## src/rtl/core/drs_pkg.sv

```systemverilog
`default_nettype none
package drs_pkg;

   // command codes
   localparam logic CMD_ADD  = 1'b0;
   localparam logic CMD_PICK = 1'b1;

   // result status codes
   typedef enum logic [1:0] {
      ST_ADDED   = 2'd0,
      ST_GRANTED = 2'd1,
      ST_EMPTY   = 2'd2,
      ST_FULL    = 2'd3
   } status_type;

   // scheduling policies
   localparam logic [2:0] POL_FIFO  = 3'd0;
   localparam logic [2:0] POL_SSTF  = 3'd1;
   localparam logic [2:0] POL_LOOK  = 3'd2;
   localparam logic [2:0] POL_CLOOK = 3'd3;
   localparam logic [2:0] POL_FLOOK = 3'd4;

   // register indexes
   localparam logic REG_POLICY = 1'b0;

   typedef enum logic [2:0] {
      S_IDLE,
      S_SCAN1,
      S_SCAN2,
      S_REMOVE,
      S_DONE
   } state_type;

   // how a scan qualifies and ranks entries
   typedef enum logic [1:0] {
      SM_SSTF,
      SM_SWEEP,
      SM_LOWEST
   } scan_mode_type;

   // control from the sequencer to every cell
   typedef struct packed {
      logic       load;     // write the new request into the tail cell
      logic       rotate;   // every cell passes its entry one place down
      logic       remove;   // drop the rotating entry instead of passing it on
   } cell_ctrl_type;

endpackage
`default_nettype wire

```

## src/rtl/core/drs_cell.sv

```systemverilog
`default_nettype none
// one queue slot: holds an entry and passes it to its lower neighbour on rotate
module drs_cell #(
   parameter int TRACK_WIDTH = 16,
   parameter int TAG_WIDTH   = 8
) (
   input  wire                       clock,
   input  wire                       reset,
   input  drs_pkg::cell_ctrl_type    ctrl,
   input  wire                       is_tail,
   input  wire                       is_last,
   input  wire  [TRACK_WIDTH-1:0]    next_track,
   input  wire  [TAG_WIDTH-1:0]      next_tag,
   input  wire                       next_set,
   input  wire                       next_valid,
   input  wire  [TRACK_WIDTH-1:0]    new_track,
   input  wire  [TAG_WIDTH-1:0]      new_tag,
   input  wire                       new_set,
   output logic [TRACK_WIDTH-1:0]    track,
   output logic [TAG_WIDTH-1:0]      tag,
   output logic                      set_bit,
   output logic                      valid
);

   logic [TRACK_WIDTH-1:0] track_ff;
   logic [TAG_WIDTH-1:0]   tag_ff;
   logic                   set_ff;
   logic                   valid_ff;

   // payload: load at the tail, or take the neighbour's entry on rotate
   always_ff @(posedge clock) begin
      if (ctrl.load && is_tail) begin
         track_ff <= new_track;
         tag_ff   <= new_tag;
         set_ff   <= new_set;
      end else if (ctrl.rotate) begin
         track_ff <= next_track;
         tag_ff   <= next_tag;
         set_ff   <= next_set;
      end
   end

   // occupancy: on a removing rotate the last occupied cell empties
   always_ff @(posedge clock) begin
      if (reset) begin
         valid_ff <= 1'b0;
      end else if (ctrl.load && is_tail) begin
         valid_ff <= 1'b1;
      end else if (ctrl.rotate && ctrl.remove && is_last) begin
         valid_ff <= 1'b0;
      end else if (ctrl.rotate) begin
         valid_ff <= valid_ff & (next_valid | ~ctrl.remove);
      end
   end

   assign track   = track_ff;
   assign tag     = tag_ff;
   assign set_bit = set_ff;
   assign valid   = valid_ff;

endmodule
`default_nettype wire

```

## src/rtl/core/disk_request_scheduler.sv

```systemverilog
`default_nettype none
// Disk request scheduler. Requests are held in a chain of cells in arrival
// order; cell 0 is the oldest. An add is handled in the first scan state,
// then gives its result in the done state. A pick over n queued requests
// rotates the whole chain past cell 0 once per pass (one rotation per
// queued entry) and ends with a removal pass that closes the queue around
// the chosen entry. FIFO goes straight to the removal pass. SSTF, and LOOK
// or CLOOK with a match ahead of the head, scan once. LOOK after a reversal,
// CLOOK wrapping to the lowest track, and FLOOK scan twice; FLOOK scans a
// third time when it must reverse. busy is high from the cycle after
// acceptance up to and including the result cycle. The result is shown for
// one cycle on rsp_strobe and cannot be held off. Write the policy register
// only while busy is low.
module disk_request_scheduler #(
   parameter int QUEUE_DEPTH = 32,
   parameter int TRACK_WIDTH = 16,
   parameter int TAG_WIDTH   = 8
) (
   input  wire                    clock,
   input  wire                    reset,
   input  wire                    start,
   output logic                   busy,
   input  wire                    req_command,
   input  wire  [TRACK_WIDTH-1:0] req_track,
   input  wire  [TAG_WIDTH-1:0]   req_request_tag,
   input  wire  [TRACK_WIDTH-1:0] req_head_position,
   output logic                   rsp_strobe,
   output logic [1:0]             rsp_status,
   output logic [TAG_WIDTH-1:0]   rsp_granted_tag,
   output logic [TRACK_WIDTH-1:0] rsp_granted_track,
   output logic                   rsp_sweep_backward,
   input  wire                    psel,
   input  wire                    penable,
   input  wire                    pwrite,
   input  wire                    paddr,
   input  wire  [31:0]            pwdata,
   output logic [31:0]            prdata,
   output logic                   pready
);

   localparam int CW = $clog2(QUEUE_DEPTH + 1);
   localparam int IW = $clog2(QUEUE_DEPTH);

   drs_pkg::state_type state_ff, state_in;
   drs_pkg::cell_ctrl_type ctrl;

   logic [2:0]             policy_ff;
   logic [CW-1:0]          count_ff, count_in;
   logic                   scan_bwd_ff, scan_bwd_in;
   logic                   active_ff, active_in;
   logic                   cmd_ff;
   logic [TRACK_WIDTH-1:0] head_ff;
   logic [TRACK_WIDTH-1:0] new_track_ff;
   logic [TAG_WIDTH-1:0]   new_tag_ff;
   logic [CW-1:0]          step_ff, step_in;
   logic                   found_ff, found_in;
   logic [IW-1:0]          best_ff, best_in;
   logic [TRACK_WIDTH-1:0] best_dist_ff, best_dist_in;
   logic                   any_act_ff, any_act_in;
   logic                   use_set_ff, use_set_in;
   logic                   dir_ff, dir_in;
   drs_pkg::scan_mode_type mode_ff, mode_in;
   logic [1:0]             st_ff, st_in;
   logic [TAG_WIDTH-1:0]   otag_ff, otag_in;
   logic [TRACK_WIDTH-1:0] otrack_ff, otrack_in;

   logic [TRACK_WIDTH-1:0] c_track [QUEUE_DEPTH];
   logic [TAG_WIDTH-1:0]   c_tag   [QUEUE_DEPTH];
   logic                   c_set   [QUEUE_DEPTH];
   logic                   c_valid [QUEUE_DEPTH];

   logic                   accept;
   logic [TRACK_WIDTH-1:0] t0;
   logic [TRACK_WIDTH-1:0] scan_dist;
   logic                   qual;
   logic                   better;
   logic                   remove_now;
   logic                   rem_last;

   assign accept = start && !busy;

   // configuration port
   assign pready = 1'b1;
   assign prdata = (paddr == drs_pkg::REG_POLICY) ? {29'd0, policy_ff} : 32'd0;
   always_ff @(posedge clock) begin
      if (reset) begin
         policy_ff <= drs_pkg::POL_FIFO;
      end else if (psel && penable && pwrite && paddr == drs_pkg::REG_POLICY) begin
         policy_ff <= pwdata[2:0];
      end
   end

   // chain of cells; cell 0 is the head of the rotation
   for (genvar g = 0; g < QUEUE_DEPTH; g++) begin : g_cell
      localparam int N = (g + 1) % QUEUE_DEPTH;
      logic is_tail, is_last;
      logic [TRACK_WIDTH-1:0] nt;
      logic [TAG_WIDTH-1:0]   ng;
      logic                   ns, nv;
      assign is_tail = (count_ff == CW'(g));
      assign is_last = (count_ff == CW'(g + 1));
      // the top occupied cell takes cell 0's entry, so the chain rotates
      assign nt = is_last ? c_track[0] : c_track[N];
      assign ng = is_last ? c_tag[0]   : c_tag[N];
      assign ns = is_last ? c_set[0]   : c_set[N];
      assign nv = is_last ? 1'b1       : c_valid[N];
      drs_cell #(.TRACK_WIDTH(TRACK_WIDTH), .TAG_WIDTH(TAG_WIDTH)) u_cell (
         .clock(clock), .reset(reset), .ctrl(ctrl),
         .is_tail(is_tail), .is_last(is_last),
         .next_track(nt), .next_tag(ng), .next_set(ns), .next_valid(nv),
         .new_track(new_track_ff), .new_tag(new_tag_ff), .new_set(~active_ff),
         .track(c_track[g]), .tag(c_tag[g]), .set_bit(c_set[g]),
         .valid(c_valid[g])
      );
   end

   // compare of the entry now at cell 0 against the best so far
   assign t0 = c_track[0];
   always_comb begin
      qual = 1'b1;
      scan_dist = '0;
      unique case (mode_ff)
         drs_pkg::SM_SSTF: begin
            scan_dist = (t0 >= head_ff) ? t0 - head_ff : head_ff - t0;
         end
         drs_pkg::SM_SWEEP: begin
            if (use_set_ff && c_set[0] != active_ff) qual = 1'b0;
            if (dir_ff) begin
               if (t0 > head_ff) qual = 1'b0;
               scan_dist = head_ff - t0;
            end else begin
               if (t0 < head_ff) qual = 1'b0;
               scan_dist = t0 - head_ff;
            end
         end
         default: begin
            scan_dist = t0;
         end
      endcase
      better = qual && (!found_ff || scan_dist < best_dist_ff);
   end

   // removal pass: the ring shrinks by one once the chosen entry has gone
   assign remove_now = (step_ff == CW'(best_ff));
   assign rem_last   = remove_now ? (step_ff == count_ff - CW'(1)) : (step_ff == count_ff);

   // sequencer: next state
   always_comb begin
      state_in = state_ff;
      unique case (state_ff)
         drs_pkg::S_IDLE:  if (accept) state_in = drs_pkg::S_SCAN1;
         drs_pkg::S_SCAN1: begin
            if (cmd_ff == drs_pkg::CMD_ADD || count_ff == '0)
               state_in = drs_pkg::S_DONE;
            else if (policy_ff == drs_pkg::POL_FIFO || policy_ff > drs_pkg::POL_FLOOK)
               state_in = drs_pkg::S_REMOVE;
            else if (step_ff == count_ff - CW'(1)) begin
               if (policy_ff == drs_pkg::POL_SSTF ||
                   (policy_ff != drs_pkg::POL_FLOOK && (found_ff || better)))
                  state_in = drs_pkg::S_REMOVE;
               else
                  state_in = drs_pkg::S_SCAN2;
            end
         end
         drs_pkg::S_SCAN2: begin
            if (step_ff == count_ff - CW'(1) && (found_ff || better))
               state_in = drs_pkg::S_REMOVE;
         end
         drs_pkg::S_REMOVE: if (rem_last) state_in = drs_pkg::S_DONE;
         default:          state_in = drs_pkg::S_IDLE;
      endcase
   end

   // sequencer: datapath and outputs
   always_comb begin
      ctrl         = '0;
      count_in     = count_ff;
      scan_bwd_in  = scan_bwd_ff;
      active_in    = active_ff;
      step_in      = step_ff;
      found_in     = found_ff;
      best_in      = best_ff;
      best_dist_in = best_dist_ff;
      any_act_in   = any_act_ff;
      use_set_in   = use_set_ff;
      dir_in       = dir_ff;
      mode_in      = mode_ff;
      st_in        = st_ff;
      otag_in      = otag_ff;
      otrack_in    = otrack_ff;
      unique case (state_ff)
         drs_pkg::S_IDLE: begin
            step_in  = '0;
            found_in = 1'b0;
            best_in  = '0;
            any_act_in = 1'b0;
            use_set_in = (policy_ff == drs_pkg::POL_FLOOK);
            dir_in   = (policy_ff == drs_pkg::POL_CLOOK) ? 1'b0 : scan_bwd_ff;
            mode_in  = (policy_ff == drs_pkg::POL_SSTF) ? drs_pkg::SM_SSTF
                                                        : drs_pkg::SM_SWEEP;
         end
         drs_pkg::S_SCAN1: begin
            otag_in   = '0;
            otrack_in = '0;
            if (cmd_ff == drs_pkg::CMD_ADD) begin
               if (count_ff == CW'(QUEUE_DEPTH)) begin
                  st_in = drs_pkg::ST_FULL;
               end else begin
                  ctrl.load = 1'b1;
                  count_in  = count_ff + CW'(1);
                  st_in     = drs_pkg::ST_ADDED;
               end
            end else if (count_ff == '0) begin
               st_in = drs_pkg::ST_EMPTY;
            end else if (policy_ff == drs_pkg::POL_FIFO || policy_ff > drs_pkg::POL_FLOOK) begin
               best_in = '0;
               step_in = '0;
            end else begin
               // first pass; FLOOK notes whether the active set has entries
               ctrl.rotate = 1'b1;
               if (c_set[0] == active_ff) any_act_in = 1'b1;
               if (better && policy_ff != drs_pkg::POL_FLOOK) begin
                  found_in = 1'b1;
                  best_in = IW'(step_ff);
                  best_dist_in = scan_dist;
               end
               if (step_ff == count_ff - CW'(1)) begin
                  step_in  = '0;
                  found_in = 1'b0;
                  if (policy_ff == drs_pkg::POL_SSTF) begin
                     // answer known; go straight to removal
                     found_in = 1'b1;
                     if (!better && found_ff) best_in = best_ff;
                     mode_in = drs_pkg::SM_SSTF;
                  end else if (policy_ff == drs_pkg::POL_FLOOK) begin
                     if (!(any_act_ff || c_set[0] == active_ff)) active_in = ~active_ff;
                  end else if (found_ff || better) begin
                     found_in = 1'b1;
                  end else if (policy_ff == drs_pkg::POL_LOOK) begin
                     scan_bwd_in = ~scan_bwd_ff;
                     dir_in = ~dir_ff;
                  end else begin
                     mode_in = drs_pkg::SM_LOWEST;
                  end
               end else begin
                  step_in = step_ff + CW'(1);
               end
            end
         end
         drs_pkg::S_SCAN2: begin
            // second pass: FLOOK scan, retry after reversal, or lowest track
            ctrl.rotate = 1'b1;
            if (better) begin
               found_in = 1'b1;
               best_in = IW'(step_ff);
               best_dist_in = scan_dist;
            end
            if (step_ff == count_ff - CW'(1)) begin
               step_in = '0;
               if (!found_ff && !better) begin
                  // flook: nothing ahead, reverse and scan again
                  scan_bwd_in = ~scan_bwd_ff;
                  dir_in = ~dir_ff;
                  found_in = 1'b0;
               end
            end else begin
               step_in = step_ff + CW'(1);
            end
         end
         drs_pkg::S_REMOVE: begin
            // rotate once more, dropping the chosen entry on its way past
            ctrl.rotate = 1'b1;
            ctrl.remove = remove_now;
            if (remove_now) begin
               otag_in   = c_tag[0];
               otrack_in = c_track[0];
               count_in  = count_ff - CW'(1);
            end
            if (rem_last) begin
               st_in    = drs_pkg::ST_GRANTED;
            end else begin
               step_in = step_ff + CW'(1);
            end
         end
         default: ;
      endcase
   end

   // registers
   always_ff @(posedge clock) begin
      if (reset) begin
         state_ff    <= drs_pkg::S_IDLE;
         count_ff    <= '0;
         scan_bwd_ff <= 1'b0;
         active_ff   <= 1'b0;
      end else begin
         state_ff    <= state_in;
         count_ff    <= count_in;
         scan_bwd_ff <= scan_bwd_in;
         active_ff   <= active_in;
      end
   end

   always_ff @(posedge clock) begin
      if (accept) begin
         cmd_ff       <= req_command;
         head_ff      <= req_head_position;
         new_track_ff <= req_track;
         new_tag_ff   <= req_request_tag;
      end
      step_ff      <= step_in;
      found_ff     <= found_in;
      best_ff      <= best_in;
      best_dist_ff <= best_dist_in;
      any_act_ff   <= any_act_in;
      use_set_ff   <= use_set_in;
      dir_ff       <= dir_in;
      mode_ff      <= mode_in;
      st_ff        <= st_in;
      otag_ff      <= otag_in;
      otrack_ff    <= otrack_in;
   end

   // result
   assign busy               = (state_ff != drs_pkg::S_IDLE);
   assign rsp_strobe         = (state_ff == drs_pkg::S_DONE);
   assign rsp_status         = st_ff;
   assign rsp_granted_tag    = otag_ff;
   assign rsp_granted_track  = otrack_ff;
   assign rsp_sweep_backward = scan_bwd_ff;

endmodule
`default_nettype wire

```

## config.mk

```make
export PLATFORM = sky130hd
export DESIGN_NAME = disk_request_scheduler
export DESIGN_NICKNAME = d
export VERILOG_FILES = /design/src/rtl/core/drs_pkg.sv /design/src/rtl/core/drs_cell.sv /design/src/rtl/core/disk_request_scheduler.sv
export SDC_FILE = /design/constraint.sdc
export NUM_CORES = 2
export LEC_CHECK = 0
export ABC_AREA = 1
export BUFFER_PORTS_ARGS = -buffer_cell sky130_fd_sc_hd__buf_2
export CAP_MARGIN = 20
export CORE_UTILIZATION = 40
export DETAILED_ROUTE_END_ITERATION = 12
export GPL_TIMING_DRIVEN = 0
export SLEW_MARGIN = 20
export SYNTH_ARGS = -nofsm -noshare
export SYNTH_HDL_FRONTEND = slang
export SYNTH_SLANG_ARGS = --single-unit
```

## constraint.sdc

```tcl
create_clock -name clock -period 6.35 [get_ports clock]
set_clock_uncertainty 0.2 [all_clocks]
set_input_delay 1.27 -clock clock [delete_from_list [all_inputs] [get_ports clock]]
set_output_delay 1.27 -clock clock [all_outputs]
set_load 0.01 [all_outputs]
```

== Yosys cells after proc, flatten, opt, wreduce, memory -nomap -nowiden ==
Cells that the tools add are included.
Storage, ports and cells
  input port bits: 80
  flip-flop bits (word level): 914
  word-level logic and storage cells: 713
Operators by class
  equality and inequality tests: 75
  add/subtract/negate cells: 5
  bitwise gates (word level): 9
  reduce and logical (&&, ||, !) cells: 109
  muxes and demuxes: 394
  magnitude comparators: 5
Operators by type and width (number)
  2-to-1 mux 16 bit: 103
  2-to-1 mux 8 bit: 96
  2-to-1 mux 1 bit: 145
  equality test 6 x 5 -> 1 bit (second input constant): 16
  one-hot mux 16 bit (2 select lines): 3
  nonzero test 2 bit: 35
  equality test 6 x 4 -> 1 bit (second input constant): 8
  2-to-1 mux 6 bit: 8
  logical AND 1 bit: 43
  2-to-1 mux 5 bit: 8
  inequality test 2 bit (second input constant): 20
  less-than comparator 16 bit: 2
  subtractor 16 bit: 2
  equality test 6 x 3 -> 1 bit (second input constant): 4
  2-to-1 mux 2 bit: 12
  one-hot mux 6 bit (4 select lines): 1
  AND reduction 11 bit: 2
  2-to-1 mux 3 bit: 7
  >= comparator 16 bit: 1
  > comparator 16 bit: 1
  one-hot mux 8 bit (2 select lines): 1
  AND reduction 8 bit: 2
  inequality test 3 bit (second input constant): 5
  one-hot mux 5 bit (3 select lines): 1
  37 further kinds: 71

== Depth between registers and ports, before layout ==
  depth in word-level cells: 16
  mapped depth: 29
  gate-level depth less buffers: 28

== Hierarchy ==
A second synthesis with hierarchy kept.
Second synthesis, totals
  cell total of the unflattened synthesis: 6537
  area, all modules: 53518.8 um2
Modules (own cells, without submodules)
  drs_cell: times used 32, cells an instance 118, seq. area each 770.7 um2, area each 1184.9 um2
  disk_request_scheduler: times used 1, cells an instance 2761, seq. area each 3283.1 um2, area each 15602.5 um2

== Worst setup path after synthesis ==
Ideal clock, no wire load.
  path kind: register -> register
  start: reg g_cell[0].u_cell.track_ff[0]
  end: reg best_dist_ff[0], enable pin
  stages on the path, launching flop included: 27
  required time: 5.756 ns
  path slack: 1.335 ns
  arrival time: 4.421 ns
  period minus slack after synthesis: 5.015 ns
  path through: edfxtp_1 inv_1 clkbuf_1 ha_1 inv_1 fa_1 nand3_1 nand3_1 nand2_1 nand2_2 nand2_1 nand2_2 nor2_4 inv_2 nand2_1 o21ai_2 a221oi_1 ha_1 a21oi_1 o21ai_0 o21ai_0 nand2_1 nand2_1 nand2_1 nand2_1 nand2_1 a21oi_1
On the way
  word-level cells in the longest chain between the ends: 9
  elaborated cells on any way between the ends: 19
Ends and longest elaborated chain
  from (decl): RTL line drs_cell.sv:25  | logic [TRACK_WIDTH-1:0] track_ff;
  from (signal assigned): RTL line drs_cell.sv:33  | track_ff <= new_track;
  from (signal assigned): RTL line drs_cell.sv:37  | track_ff <= next_track;
  subtractor 16 bit, or another cell as far along: RTL line disk_request_scheduler.sv:124, disk_request_scheduler.sv:133
  2-to-1 mux 16 bit, on equally long branches: RTL line disk_request_scheduler.sv:128, disk_request_scheduler.sv:124
  one-hot mux 16 bit (2 select lines): RTL line disk_request_scheduler.sv:122  | unique case (mode_ff)
  less-than comparator 16 bit: RTL line disk_request_scheduler.sv:140  | better = qual && (!found_ff || scan_dist < best_dist_ff);
  logical OR 1 bit: RTL line disk_request_scheduler.sv:140
  logical AND 1 bit (*): RTL line disk_request_scheduler.sv:140
  logical AND 1 bit: RTL line disk_request_scheduler.sv:222  | if (better && policy_ff != drs_pkg::POL_FLOOK) begin
  inequality test 2 bit (no source line)
  AND reduction 6 bit (no source line) (*)
  to (signal assigned): RTL line disk_request_scheduler.sv:314  | best_dist_ff <= best_dist_in;
  to (decl): RTL line disk_request_scheduler.sv:58  | logic [TRACK_WIDTH-1:0] best_dist_ff, best_dist_in;
Every way passes the cells marked *; elsewhere a longest branch is shown, timed or not.
A chain may end at the register's enable or synchronous reset.

== Worst setup path in the final report ==
  start: reg g_cell[0].u_cell.track_ff[6]
  end: reg best_dist_ff[11], enable pin
Same word-level chain as after synthesis.

==> impl_results.md <==
* Adder-cell share of the synthesized area at 0.0148
* Crit. End Element: register
* Mux contribution to synthesized area at 0
* Sink Count at 914
* CP Class: reg -> reg
* First-pass GRT wire length at 248,000 um
* Synth Area in Compound Gates at 0.226
* Final hold vios at 0
* Unrepaired setup endpoints after global routing: no
* Main area contributors after synthesis: edfxtp_1, o211ai_1, o21ai_0, nand2_1, clkbuf_1
* Full die area at 118,000 um^2
* Slew @ Worst Pin at 1.37 ns
* Pin count of the biggest net entering global routing at 26
* Vias per cell at 6.09
* R2r startpoint: g_cell[0].u_cell.track[6]
* GR Overflow Total at 0
* Synth Flop Type: edfxtp_1
* Post-Syn Area at 46,600 um^2
* Max rail drop VDD at 244 uV
* Clock insertion delay at the later pin of the skew report at 0.71 ns
* Hold crit path type: reg -> reg
* Port buffer count at 82
* Number of buffers created by CTS at 99
* Worst-path clk slew at 0.06 ns
* Leakage power at 16.9 nW
* Minimum clock period at 5.86 ns
* PwrDens at 300 nW/um^2
* Clock Tree Buf Depth at 3
* Routed wire per std cell at 27.0 um
* Total Routing Usage GR at 0.290
* Hold-critical path depth at 2
* DRT Pass-1 Iters at 8
* Crit path DAT at 6.08 ns
* Crit-path slowest cell: edfxtp_1
* Starting Density at 0.405
* Synth Area in XOR/XNOR at 0.00865
* Via count at 39,260
* Post-synthesis register bit count at 914
* R2r worst-path depth at 23
* Die Wd at 343 um
* Vias in the first global route at 36,632
* Relative max-transition margin at 0.0897
* Post-Synthesis Cells at 4,631
* # rows at 124
* Yosys warns at 0
* Root buffer cell: clkbuf_16
* Crit-path max FO at 11
* Mapped Avg Cell Area at 10.1 um^2
* Yosys top cell area share at 0.580
* Crit path max-delay family: compound AO/OA/AOI/OAI gates
* Crit-path max cell delay at 0.75 ns
* Worst setup path start: g_cell[0].u_cell.track[6]
* Period utilization at 0.923
* Design area at 52,700 um^2
* Outcome: completed
* Layout cells sized above 1 at 0.0990
* Cell count along the critical path at 23
* Distinct cells, synth at 46
* Startpoint Class: register
* Async set or reset register ratio after synthesis at 0
* Die Height at 343 um
* CTS tree: yes
* Synth cell count leaders: nand2_1, edfxtp_1, o21ai_0
* Final wirelength at 174,000 um
* Reg2reg setup slack at 0.49 ns
* Antenna violations before repair at 8
* Max cap viols at 0
* Post-synthesis simple-gate area fraction at 0.102
* Area leader, netlist: edfxtp_1
* Sequential area share after synthesis at 0.586
* Post-DP Area at 49,200 um^2
* Worst reg2reg endpoint: best_dist_ff[11]
* EDFF count, synth at 900
* DP HPWL at 122,000 um
* Largest family of logic cells by synthesized area: compound AO/OA/AOI/OAI gates
* CP cell instances: inv_1 -> clkbuf_1 -> buf_6 -> ha_1 -> a21oi_1 -> o21ai_0 -> a21oi_1 -> inv_1 -> a31oi_1 -> xnor2_1 -> nand2_1 -> nand3_1 -> o21ai_0 -> nor2_1 -> ha_1 -> a21oi_1 -> a31oi_1 -> a2111oi_1 -> nand2_1 -> nand2_1 -> nand3_1 -> a21oi_2 -> buf_6
* Hold buffer count at CTS at 0
* Setup violators final at 0
* Global placement routability congestion at 0.986
* DRC violations left at 0
* Buf+Inv Stages, Crit Path at 5
* Number of nets with antenna violations after routing at 0
* Nets at 4,989
* CP endpoint: best_dist_ff[11]
* Initial DRC count at 5,560
* Area Overhead vs Synth at 13.0%
* Top Ports at 142
* Max Clock Freq at 0.171 GHz
* Final Slew Violations at 0
* Req. time, crit path at 6.57 ns
* Most numerous cell in the Yosys netlist: nand2_1
* Util after Layout at 0.458
* Core area at 115,000 um^2
* H-tree Lvls at 3
logic make-up after synthesis:
logic type                 after synthesis
buffers and inverters                  700
xor gates and xnor gates                46
AOI/OAI and AO/OA                     1706
adders and majority gates               54
and+or+nand+nor                       1209
DFF                                    914
other                                    2
sequential cells by signal, summed over array words and instances (netlist names), 6 cells and up:
| name | count |
|---|---|
| count_ff | 6 |
| rsp_granted_tag | 8 |
| g_cell.u_cell.set_bit | 32 |
| step_ff | 6 |
| rsp_granted_track | 16 |
| best_dist_ff | 16 |
| new_track_ff | 16 |
| head_ff | 16 |
| g_cell.u_cell.tag | 256 |
| new_tag_ff | 8 |
| g_cell.u_cell.track | 512 |
repair_timing:
| action | CTS | global route |
|---|---|---|
| setup endpoints to repair | 0 | 22 |
| setup buffers | 0 | 2 |
| resized for setup | 0 | 2 |
how the worst min path moves through the flow:
stage	start	end	slack (ns)
finish	policy_ff[1]	policy_ff[1]	0.32
global route	policy_ff[1]	policy_ff[1]	0.34
CTS	policy_ff[1]	policy_ff[1]	0.31
detailed placement	policy_ff[1]	policy_ff[1]	0.29
global placement	policy_ff[1]	policy_ff[1]	0.30
floorplan	policy_ff[1]	policy_ff[1]	0.27
where the power goes:
part	leakage [nW]	total [mW]	switching (mW)	internal (mW)
Combinational	6.94	2.57	1.94	0.624
Sequential	8.28	7.17	0.190	6.98
Clock	1.63	6.08	2.59	3.49
Total	16.9	15.8	4.72	11.1
routing by layer:
layer	global-route usage	share of wire	wire length, um
met5	0	0.00013	23
met4	0.165	0.063	11000
met3	0.0861	0.12	21400
met2	0.432	0.43	75100
met1	0.375	0.38	66700
worst reg2reg max path, cell delays in order, from the launching register on:
cell       delay [ns]
edfxtp_1         0.75
inv_1            0.33
clkbuf_1         0.37
buf_6            0.26
ha_1             0.23
a21oi_1          0.19
o21ai_0          0.12
a21oi_1          0.23
inv_1            0.11
a31oi_1          0.19
xnor2_1          0.21
nand2_1          0.09
nand3_1          0.08
o21ai_0          0.08
nor2_1           0.16
ha_1             0.26
a21oi_1          0.18
a31oi_1          0.11
a2111oi_1        0.36
nand2_1          0.17
nand2_1          0.12
nand3_1          0.15
a21oi_2          0.41
buf_6            0.23
layout by cell type, fill, tap and decap left out, types with 12 or more instances in the layout:
cell / n
clkinv_2: 21
clkbuf_2: 12
inv_2: 14
dfxtp_1: 14
o22ai_1: 26
clkinv_1: 17
clkbuf_16: 99
o21ai_1: 116
a21oi_1: 58
xnor2_1: 13
ha_1: 52
xor2_1: 33
nor2_1: 160
nand3_1: 37
o21ai_0: 736
o211ai_1: 731
nand2_2: 25
buf_4: 38
inv_1: 162
buf_2: 202
nand2_1: 955
bufinv_16: 15
conb_1: 30
clkbuf_1: 365
edfxtp_1: 900
layout make-up:
type	count	area, um^2
fillers	10760	62300
flip-flops and latches	914	27300
multi-input cells	3045	16500
clock buffers	115	2540
plain buffers	520	2270
well taps	1512	1890
clock inverters	68	802
inverters	177	668
repair buffers	98	658
diodes	2	5.00
through the flow:
stage          power [mW]  worst slack, ns  setup TNS, ns  hold WS (ns)  std cells
6_report             15.8            0.487              0         0.316       6451
5_1_grt              16.2           0.0264              0         0.339       6449
4_1_cts              15.7           0.0195              0         0.309       6445
3_5_place_dp         9.77           0.0295              0         0.293       6262
3_3_place_gp         9.71           -0.686         -10.96         0.297       6253
2_1_floorplan        8.61             1.33              0         0.271       4659
Note: power is estimated with default switching activity, not from simulation.
